===== src/design/ssp_pkg.sv =====
`timescale 1ns / 1ps
// Shared types, code-unit constants and helper functions for the scanf specifier parser.
package ssp_pkg;

    typedef enum logic [3:0] {
        PH_IDLE,
        PH_START,
        PH_ARGNUM,
        PH_FLAGS,
        PH_PAD,
        PH_WIDTH,
        PH_AFTER_L,
        PH_SPEC
    } ssp_phase_t;

    localparam logic [15:0] U_STAR   = 16'h002A;
    localparam logic [15:0] U_PAREN  = 16'h0028;
    localparam logic [15:0] U_DOLLAR = 16'h0024;
    localparam logic [15:0] U_ZERO   = 16'h0030;
    localparam logic [15:0] U_NINE   = 16'h0039;
    localparam logic [15:0] U_H      = 16'h0068;
    localparam logic [15:0] U_LL     = 16'h006C;
    localparam logic [15:0] U_BIGL   = 16'h004C;
    localparam logic [15:0] U_SPACE  = 16'h0020;

    localparam logic [2:0] SIZE_NONE    = 3'd0;
    localparam logic [2:0] SIZE_SHORT   = 3'd1;
    localparam logic [2:0] SIZE_LONG    = 3'd2;
    localparam logic [2:0] SIZE_LLONG   = 3'd3;
    localparam logic [2:0] SIZE_LDOUBLE = 3'd4;

    localparam logic [7:0] LENGTH_MAX = 8'hFF;

    typedef struct packed {
        logic [15:0] code_unit;
        logic        first_unit;
    } ssp_in_t;

    typedef struct packed {
        logic        arg_present;
        logic [15:0] arg_position;
        logic        skip_assign;
        logic [15:0] pad_char;
        logic        width_present;
        logic [15:0] field_width;
        logic [2:0]  size_mod;
        logic [15:0] spec_char;
        logic [7:0]  spec_length;
        logic        number_overflow;
    } ssp_out_t;

    typedef struct packed {
        ssp_phase_t  phase;
        logic [15:0] number_acc;
        logic        arg_present;
        logic [15:0] arg_value;
        logic        skip_flag;
        logic [15:0] pad;
        logic [2:0]  pad_digit_count;
        logic        width_present;
        logic [15:0] width_value;
        logic [2:0]  size;
        logic [7:0]  length_count;
        logic        overflow;
    } ssp_state_t;

    function automatic ssp_state_t ssp_clear();
        ssp_state_t s;
        s                 = '0;
        s.phase           = PH_IDLE;
        s.pad             = U_SPACE;
        s.size            = SIZE_NONE;
        return s;
    endfunction

    function automatic logic is_digit(input logic [15:0] c);
        return (c >= U_ZERO) && (c <= U_NINE);
    endfunction

    // Non-hex units count as zero.
    function automatic logic [3:0] hex_value(input logic [15:0] c);
        logic [15:0] d;
        d = '0;
        if (c >= 16'h0030 && c <= 16'h0039) begin
            d = c - 16'h0030;
        end else if (c >= 16'h0041 && c <= 16'h0046) begin
            d = c - 16'h0037;
        end else if (c >= 16'h0061 && c <= 16'h0066) begin
            d = c - 16'h0057;
        end
        return d[3:0];
    endfunction

endpackage


===== src/design/scanf_spec_parser.sv =====
`timescale 1ns / 1ps
// Top level of the scanf conversion specifier parser with its input and result registers.
//
//  Channel   Direction  Handshake          Word
//  s_        in         s_valid / s_ready  ssp_in_t  : code_unit, first_unit
//  m_        out        m_valid / m_ready  ssp_out_t : one record per finished specifier
//
// One code unit is taken per cycle while a waiting result does not hold the input register;
// a word sits in the input register while the parser state and the result register are
// updated from it, so the result of a specifier letter passes from the input register
// into the result register, where it waits until the consumer takes it.
// Reset (aresetn low at a clock edge) empties both registers and returns the parser to
// idle with default pad, no width, no position and a zero length count.
// A result waiting in the output register blocks the input register only; the input
// register still takes a new word when its current word moves on in the same cycle.
module scanf_spec_parser #(
    parameter int NUMBER_BITS = 16
) (
    input  logic              aclk,
    input  logic              aresetn,
    input  logic              s_valid,
    output logic              s_ready,
    input  ssp_pkg::ssp_in_t  s_data,
    output logic              m_valid,
    input  logic              m_ready,
    output ssp_pkg::ssp_out_t m_data
);
    import ssp_pkg::*;

    // Input register: holds one accepted word until the parser consumes it.
    logic       in_valid_reg, in_valid_next;
    ssp_in_t    in_word_reg;

    // Parser state carried from one code unit to the next.
    ssp_state_t state_reg, state_next;

    // Result register: holds a finished record until the consumer takes it.
    logic       out_valid_reg, out_valid_next;
    ssp_out_t   out_word_reg;

    ssp_state_t step_state;
    logic       step_valid;
    ssp_out_t   step_word;
    logic       advance;

    ssp_step #(
        .NUMBER_BITS(NUMBER_BITS)
    ) u_step (
        .cur_state(state_reg),
        .in_word  (in_word_reg),
        .nxt_state(step_state),
        .res_valid(step_valid),
        .res_word (step_word)
    );

    // The held word is processed when the result register is free or being emptied,
    // so a record is never overwritten before it has been taken.
    assign advance = in_valid_reg && (!out_valid_reg || m_ready);
    assign s_ready = !in_valid_reg || advance;

    always_comb begin
        in_valid_next = in_valid_reg;
        if (s_valid && s_ready) begin
            in_valid_next = 1'b1;
        end else if (advance) begin
            in_valid_next = 1'b0;
        end

        state_next = advance ? step_state : state_reg;

        if (advance) begin
            out_valid_next = step_valid;
        end else if (m_ready) begin
            out_valid_next = 1'b0;
        end else begin
            out_valid_next = out_valid_reg;
        end
    end

    always_ff @(posedge aclk) begin
        if (!aresetn) begin
            in_valid_reg  <= 1'b0;
            state_reg     <= ssp_clear();
            out_valid_reg <= 1'b0;
        end else begin
            in_valid_reg  <= in_valid_next;
            state_reg     <= state_next;
            out_valid_reg <= out_valid_next;
        end
    end

    // Payload registers load without reset.
    always_ff @(posedge aclk) begin
        if (s_valid && s_ready) begin
            in_word_reg <= s_data;
        end
        if (advance && step_valid) begin
            out_word_reg <= step_word;
        end
    end

    assign m_valid = out_valid_reg;
    assign m_data  = out_word_reg;

    // A finished specifier always returns the parser to idle.
    a_idle_after_result: assert property (@(posedge aclk) disable iff (!aresetn)
        advance && step_valid |=> state_reg.phase == PH_IDLE)
        else $error("parser not idle after a result");

    // A percent unit restarts the count at one and opens a new specifier.
    a_first_restarts: assert property (@(posedge aclk) disable iff (!aresetn)
        advance && in_word_reg.first_unit
        |=> state_reg.length_count == 8'd1 && state_reg.phase == PH_START)
        else $error("first unit did not restart the specifier");

    // Units outside a specifier never make a record.
    a_idle_silent: assert property (@(posedge aclk) disable iff (!aresetn)
        advance && state_reg.phase == PH_IDLE && !in_word_reg.first_unit |-> !step_valid)
        else $error("record produced while idle");

    // Every record covers at least the percent sign and the letter and has a known size code.
    a_min_length: assert property (@(posedge aclk) disable iff (!aresetn)
        m_valid |-> m_data.spec_length >= 8'd2 && m_data.size_mod <= SIZE_LDOUBLE)
        else $error("record with impossible length or size code");

    // The result register is never loaded over a record that has not been taken.
    a_no_overwrite: assert property (@(posedge aclk) disable iff (!aresetn)
        out_valid_reg && !m_ready |=> out_valid_reg && $stable(out_word_reg))
        else $error("pending record was overwritten");

endmodule


===== src/design/ssp_step.sv =====
`timescale 1ns / 1ps
// Next-state and result logic for one code unit of the specifier parser.
module ssp_step #(
    parameter int NUMBER_BITS = 16
) (
    input  ssp_pkg::ssp_state_t cur_state,
    input  ssp_pkg::ssp_in_t    in_word,
    output ssp_pkg::ssp_state_t nxt_state,
    output logic                res_valid,
    output ssp_pkg::ssp_out_t   res_word
);
    import ssp_pkg::*;

    localparam int          LIM_INT = (NUMBER_BITS >= 16) ? 65535 : (1 << NUMBER_BITS) - 1;
    localparam logic [19:0] LIMIT   = 20'(LIM_INT);

    // Multiply by ten as two shifts and add the digit; saturate at the limit.
    function automatic ssp_state_t acc_digit(input ssp_state_t s, input logic [15:0] c);
        ssp_state_t r;
        logic [19:0] v;
        r = s;
        v = ({4'b0, s.number_acc} << 3) + ({4'b0, s.number_acc} << 1) + {16'b0, c[3:0]};
        if (v > LIMIT) begin
            v          = LIMIT;
            r.overflow = 1'b1;
        end
        r.number_acc = v[15:0];
        return r;
    endfunction

    function automatic ssp_state_t do_mods(input ssp_state_t s, input logic [15:0] c,
                                           output logic em);
        ssp_state_t r;
        r  = s;
        em = 1'b0;
        if (c == U_H) begin
            r.size  = SIZE_SHORT;
            r.phase = PH_SPEC;
        end else if (c == U_LL) begin
            r.phase = PH_AFTER_L;
        end else if (c == U_BIGL) begin
            r.size  = SIZE_LDOUBLE;
            r.phase = PH_SPEC;
        end else begin
            em = 1'b1;
        end
        return r;
    endfunction

    function automatic ssp_state_t do_flags(input ssp_state_t s, input logic [15:0] c,
                                            output logic em);
        ssp_state_t r;
        r  = s;
        em = 1'b0;
        if (c == U_STAR) begin
            r.skip_flag = 1'b1;
            r.phase     = PH_FLAGS;
        end else if (c == U_PAREN) begin
            r.pad             = '0;
            r.pad_digit_count = '0;
            r.phase           = PH_PAD;
        end else if (is_digit(c)) begin
            r.number_acc = '0;
            r            = acc_digit(r, c);
            r.phase      = PH_WIDTH;
        end else begin
            r = do_mods(r, c, em);
        end
        return r;
    endfunction

    ssp_state_t  s;
    logic        em;
    logic [15:0] c;

    always_comb begin
        s  = cur_state;
        em = 1'b0;
        c  = in_word.code_unit;
        if (in_word.first_unit) begin
            s              = ssp_clear();
            s.length_count = 8'd1;
            s.phase        = PH_START;
        end else if (s.phase != PH_IDLE) begin
            if (s.length_count != LENGTH_MAX) begin
                s.length_count = s.length_count + 8'd1;
            end
            unique case (s.phase)
                PH_START: begin
                    if (is_digit(c)) begin
                        s.number_acc = '0;
                        s            = acc_digit(s, c);
                        s.phase      = PH_ARGNUM;
                    end else begin
                        s = do_flags(s, c, em);
                    end
                end
                PH_ARGNUM: begin
                    if (is_digit(c)) begin
                        s = acc_digit(s, c);
                    end else if (c == U_DOLLAR) begin
                        s.arg_present = 1'b1;
                        s.arg_value   = s.number_acc;
                        s.number_acc  = '0;
                        s.phase       = PH_FLAGS;
                    end else begin
                        // Digits without a dollar sign were the width.
                        s.width_present = 1'b1;
                        s.width_value   = s.number_acc;
                        s               = do_mods(s, c, em);
                    end
                end
                PH_FLAGS: begin
                    s = do_flags(s, c, em);
                end
                PH_PAD: begin
                    if (s.pad_digit_count < 3'd4) begin
                        s.pad             = {s.pad[11:0], hex_value(c)};
                        s.pad_digit_count = s.pad_digit_count + 3'd1;
                    end else begin
                        // The unit after the four pad digits is dropped.
                        s.pad_digit_count = '0;
                        s.phase           = PH_FLAGS;
                    end
                end
                PH_WIDTH: begin
                    if (is_digit(c)) begin
                        s = acc_digit(s, c);
                    end else begin
                        s.width_present = 1'b1;
                        s.width_value   = s.number_acc;
                        s               = do_mods(s, c, em);
                    end
                end
                PH_AFTER_L: begin
                    if (c == U_LL) begin
                        s.size  = SIZE_LLONG;
                        s.phase = PH_SPEC;
                    end else begin
                        s.size = SIZE_LONG;
                        em     = 1'b1;
                    end
                end
                PH_SPEC: begin
                    em = 1'b1;
                end
                default: begin
                    s = ssp_clear();
                end
            endcase
        end

        res_word.arg_present     = s.arg_present;
        res_word.arg_position    = s.arg_present ? s.arg_value : '0;
        res_word.skip_assign     = s.skip_flag;
        res_word.pad_char        = s.pad;
        res_word.width_present   = s.width_present;
        res_word.field_width     = s.width_present ? s.width_value : '0;
        res_word.size_mod        = s.size;
        res_word.spec_char       = c;
        res_word.spec_length     = s.length_count;
        res_word.number_overflow = s.overflow;

        res_valid = em;
        nxt_state = em ? ssp_clear() : s;
    end

endmodule


===== config.mk =====
export PLATFORM = sky130hd
export DESIGN_NAME = scanf_spec_parser
export DESIGN_NICKNAME = d
export VERILOG_FILES = /design/src/design/ssp_pkg.sv /design/src/design/scanf_spec_parser.sv /design/src/design/ssp_step.sv
export SDC_FILE = /design/constraint.sdc
export NUM_CORES = 1
export LEC_CHECK = 0
export BUFFER_PORTS_ARGS = -buffer_cell sky130_fd_sc_hd__buf_2
export CORE_UTILIZATION = 37
export DETAILED_ROUTE_END_ITERATION = 10
export HOLD_SLACK_MARGIN = 0.05
export SYNTH_ARGS = -nofsm -noshare
export SYNTH_HDL_FRONTEND = slang
export SYNTH_SLANG_ARGS = --single-unit

===== constraint.sdc =====
create_clock -name aclk -period 9.6 [get_ports aclk]
set_clock_uncertainty 0.05 [all_clocks]
set_input_delay 0.48 -clock aclk [delete_from_list [all_inputs] [get_ports aclk]]
set_output_delay 0.48 -clock aclk [all_outputs]
set_load 0.05 [all_outputs]

==> results.tsv, run 1 <==
metric	value	unit
whs	0.171	ns
routed-wl-met2	9730	µm
synthFlopType	edfxtp_1	
synth-seq-cells	184	
area.growth.synth_to_final	15.0	%
final_core_util	0.437	
dieArea	24900	µm²
tightest_slew	1.23	ns
core_area	23600	µm²
dp_hpwl	15500	µm
cts_tree	built	
required	9.74	ns
ctsResizeCount	0	
pwr_density_cell	156	nW/µm²
die_y	158	µm
drt-total-wl	23100	µm
clk_pin_slew	0.07	ns
place_congestion	0.939	
dr_wl_met3	1490	µm
async_flop_share	0	
die_w	158	µm
cts_buffers	17	
wl_met1	11500	µm
grt_pass1_vias	6462	
vias	7085	
fin_area	10300	µm²
critical_path.max_fanout	17	
grt_setup_unrepaired	false	
largest_register_ffs	86	
viasPerCell	5.65	
hold_violations	0	
fmax	0.228	GHz
fp-row-count	56	
ios	102	
drc	0	
grt_pass1_wl	35600	µm
synth_top_area_frac	0.321	
endpoint_kind	flop	
ys_warn_count	0	
total_power	1.61	mW
grt_overflow	0	
final_antenna_net_count	0	
fin_crit_sh	0.457	
p_leak	4.06	nW
start_util	0.380	
post_cts_buffers	0	
start_kind	flop	
setup-tns-final	0	ns
final_nets	981	
max-cap-violations	0	
setup-violations-final	0	
hold_buffers	0	
grt_usage	0.185	
wire_per_inst	18.4	µm
worst-r2r-setup-slack	5.21	ns
fillers	2235	
grt_antenna_before_repair	1	
syn_avg_cell_area	10.6	µm²
hold_class	input port to flop	
syn-cell-area	8970	µm²
ir_drop	0.131	mV
critical_path_class	flop to flop	
port-buffer-count	101	
placed_area	9720	µm²
drt_iter0_markers	624	
outcome	complete, no violations	
synth_edf_count	96	
worstPathArrival	4.53	ns
clkSinkCount	184	
final_layout_size_suffix_gt1_frac	0.175	
drv_slew	0	
relSlewSlack	0.181	
synth_area_leaders	edfxtp_1 (32%), dfxtp_1 (20%), ha_1 (5.2%), a22o_1 (5.1%), a22oi_1 (3.0%)	
seq_area_frac_synth	0.517	
cts_buffer_depth	2	
syn_inst	843	
drt_pass1_iterations	5	
post-route-min-period	4.39	ns
grt_max_degree	60	
top_layer	met4	
synth_nets	903	
yosysTopAreaCell	edfxtp_1	
ys_types	77	
clk_root_buffer_cell	clkbuf_16	
clk_latency	0.43	ns
htree_levels	4	
final timing paths:
path | startpoint | end | cells after the start
max reg2reg | in_word_reg[4] | m_data[0] | 11
min | s_data[3] | in_word_reg[3] | 1
min reg2reg | state_reg[10] | state_reg[10] | 2
max | in_word_reg[4] | m_data[0] | 11
worst max-delay path, stage by stage (launching register included):
cell	delay [ns]
edfxtp_1	0.54
inv_1	0.17
fa_1	0.55
inv_1	0.07
fa_1	0.46
a21oi_1	0.29
o21a_1	0.21
o21a_1	0.20
o211ai_1	0.11
a211oi_2	1.03
nand2_1	0.23
a22o_1	0.23
through the flow:
stage	std cells	worst slack [ns]
3_5_place_dp	1221	5.30
3_3_place_gp	1221	5.39
6_report	1254	5.21
4_1_cts	1253	5.28
5_1_grt	1253	4.91
2_1_floorplan	843	5.70
synth_stat cells (5+ instances only):
master / instances
o21ai_0: 29
and2_1: 7
nand4_1: 5
a22oi_1: 36
xnor2_1: 11
nor2b_1: 7
a31oi_1: 14
o211ai_1: 7
mux2i_1: 7
or3_1: 6
nor3_1: 18
inv_1: 23
nand2b_1: 5
nand3_1: 28
clkbuf_1: 37
buf_4: 5
nand2_1: 58
a22o_1: 52
nor2_1: 72
edfxtp_1: 96
ha_1: 37
o21a_1: 8
a21o_1: 16
nor4_1: 6
dfxtp_1: 88
xor2_1: 6
buf_2: 6
a21oi_1: 52
kinds of logic after synthesis:
family / Yosys count / share of synthesized area
buffers and inverters: 75 / 0.0368
XOR/XNOR: 17 / 0.0166
AND/OR/NAND/NOR: 245 / 0.139
multiplexers: 7 / 0.00781
AO/OA/AOI/OAI: 276 / 0.226
flip-flops: 184 / 0.517
adder cells (fa/ha/maj): 39 / 0.0560
cells in the final DEF (no fill, tap or decap), types with 7 or more instances in the layout:
cell       synthesis  routed
a21o_1            16      16
a21oi_1           52      52
a22o_1            52      52
a22oi_1           36      36
a31oi_1           14      14
and2_1             7       7
buf_2              6     101
buf_4              5      10
clkbuf_16          0      18
dfxtp_1           88      88
edfxtp_1          96      96
ha_1              37      37
inv_1             23      22
mux2i_1            7       7
nand2_1           58      58
nand3_1           28      28
nor2_1            72      71
nor2b_1            7       7
nor3_1            18      18
o211ai_1           7       7
o21a_1             8       8
o21ai_0           29      29
xnor2_1           11      11
area by class of cell:
| type | instances | area [µm²] | share of cell area |
|---|---|---|---|
| flip-flops and latches | 184 | 4640 | 0.450 |
| multi-input cells | 584 | 4010 | 0.388 |
| repair buffers | 111 | 581 | 0.0562 |
| clock buffers | 18 | 450 | 0.0436 |
| well taps | 319 | 399 | 0.0387 |
| clock inverters | 14 | 149 | 0.0144 |
| inverters | 23 | 87.6 | 0.00849 |
| diodes | 1 | 2.50 | 0.000242 |
report_power, final:
part | leakage [nW] | internal [mW] | switching (mW)
clock | 0.283 | 0.363 | 0.339
combinational | 2.05 | 0.0191 | 0.0488
sequential | 1.73 | 0.831 | 0.0127
layer usage:
| metal | GRT usage | vias to the layer above |
|---|---|---|
| met2 | 0.271 | 233 |
| met1 | 0.276 | 3424 |
| met4 | 0.0559 | 0 |
| met3 | 0.0318 | 28 |
| met5 | 0 | - |
| li1 | - | 3400 |
Note: power is estimated with default switching activity, not from simulation.
==> run 2, diff against run 1 <==
- clock period: 9.6 -> 3.8 ns (I/O delays scaled with it)
==> results.tsv, run 2 (synthesis results as in run 1) <==
metric	value	unit	change
hold_depth	2		+1
grt_pass1_wl	37100	µm	+4.4%
wire_per_inst	18.3	µm	-0.60%
diodes	0		-1
rr_endpoint	state_reg[67]		
cts_buffer_depth	2		unchanged
reg2regPathDepth	12		+1
cts_tree	built		
place_congestion	0.962		+2.5%
critical_path_class	flop to flop		
drc	0		unchanged
slowest_stage	fa_1		
outcome	complete, no violations		
clk_latency	0.44	ns	about the same
p_leak	4.34	nW	+6.7%
largest_register_ffs	86		unchanged
htree_levels	4		unchanged
drt_iter0_markers	571		-8.5%
relSlewSlack	0.377		+0.196
fillers	2234		-0.045%
die_y	158	µm	unchanged
area.growth.synth_to_final	20.6	%	
drt_pass1_iterations	5		unchanged
grt_max_degree	30		-50%
cp-startpoint	state_reg[66]		
die_w	158	µm	unchanged
clk_pin_slew	0.07	ns	about the same
core_area	23600	µm²	unchanged
path_cells	inv_1, fa_1, inv_1, fa_1, a21oi_1, o21a_1, o21a_1, o211ai_1, a211oi_2, buf_4, a21oi_1, a221o_1		
final_cell_mix	buf_2 (101), edfxtp_1 (96), dfxtp_1 (88)		
fmax	0.287	GHz	+26%
grt_usage	0.195		+0.00962
setup-tns-final	0	ns	unchanged
start_util	0.380		unchanged
cpPeakStageDelay	0.53	ns	-0.50 ns
fin_crit_sh	0.918		+0.461
final_nets	1041		+6.1%
worst-r2r-setup-slack	0.31	ns	-4.90 ns
worstHoldEndpoint	state_reg[37]		
post-route-min-period	3.49	ns	-0.902 ns
max-cap-violations	0		unchanged
worst-path-buf-inv	3		+1
drv_slew	0		unchanged
drt-total-wl	24000	µm	+4.1%
ir_drop	0.240	mV	+82%
grt_overflow	0		unchanged
r2r-start	state_reg[66]		
grt_setup_unrepaired	false		
clk_root_buffer_cell	clkbuf_16		
dieArea	24900	µm²	unchanged
ios	102		unchanged
worstPathArrival	3.76	ns	-0.77 ns
start_kind	flop		
vias	7290		+2.9%
whs	0.0838	ns	-0.0877 ns
hold_class	input port to flop		
cts_buffers	17		unchanged
clkSinkCount	184		unchanged
total_power	4.05	mW	+150%
pwr_density_cell	374	nW/µm²	+140%
setup-violations-final	0		unchanged
tightest_slew	0.935	ns	-0.292 ns
grt_pass1_vias	6703		+3.7%
hold_violations	0		unchanged
crit_family	compound AO/OA/AOI/OAI gates		
endpoint_kind	flop		
final_common_cell	buf_2		
grt_antenna_before_repair	0		-1
viasPerCell	5.55		-1.7%
critical_path.max_fanout	15		-2
min_from	aresetn		
post_cts_buffers	0		unchanged
required	4.07	ns	-5.67 ns
final_antenna_net_count	0		unchanged
port-buffer-count	101		unchanged
final_layout_size_suffix_gt1_frac	0.204		+0.0297
fp-row-count	56		unchanged
final_core_util	0.459		+0.0215
dp_hpwl	16600	µm	+7.2%
==> run 2: changes by cell type in the layout (fill, tap and decap cells not counted), sizes merged <==
cell | before | now
clkinv | 5 | 3
clkinvlp | 3 | 5
dlygate4sd3 | 0 | 19
buf | 111 | 152
diode | 1 | 0
==> run 2: repair_timing <==
action / 4_1_cts / 5_1_grt
gates resized for setup: 0 / 2
endpoints found under the hold margin: 18 / 0
setup endpoints to repair: 0 / 9
hold buffers: 19 / 0
==> run 2: worst max path at each step <==
| stage | to | slack, ns | cells after the start |
|---|---|---|---|
| 2_1_floorplan | m_data[0] | 0.09 | 6 |
| 3_3_place_gp | state_reg[67] | 0.45 | 12 |
| 3_5_place_dp | state_reg[71] | 0.32 | 12 |
| 4_1_cts | state_reg[71] | 0.30 | 12 |
| 5_1_grt | state_reg[67] | 0.02 | 12 |
| 6_report | state_reg[67] | 0.31 | 12 |
==> run 2: area by class of cell <==
type / instances / area [µm²] / area share
sequential: 184 / 4640 / 0.429
multi-input combinational: 584 / 4010 / 0.370
timing repair buffer: 171 / 1120 / 0.103
clock buffer: 18 / 429 / 0.0396
tap: 319 / 399 / 0.0369
clock inverter: 14 / 138 / 0.0127
inverter: 23 / 90.1 / 0.00832
==> run 2: where the power goes <==
part	total, mW	internal [mW]	leakage (nW)	switching [mW]
Combinational	0.221	0.0764	2.34	0.145
Clock	1.71	0.871	0.267	0.837
Sequential	2.12	2.10	1.73	0.0193
==> run 2: worst reg2reg max path: cells and delay by family (launching register included) <==
kind | cells | cell delay [ns]
flops | 1 | 0.47
compound gates | 7 | 1.44
fa+ha+maj | 2 | 0.99
buf+inv | 3 | 0.43
==> run 2: through the flow <==
step	setup WS [ns]	area (µm²)	cells
after global routing	0.0194	10800	1313
after CTS	0.299	10800	1313
after detailed placement	0.323	10100	1262
final	0.311	10800	1313
after floorplan	0.0933	8980	843
after global placement	0.449	10100	1262
==> run 2: per-layer routing <==
layer	wire, µm	global-route usage	vias to the layer above
met5	0	0	-
met4	475	0.0624	0
met3	1550	0.0372	43
met2	10200	0.286	243
met1	11800	0.286	3497
li1	-	-	3507
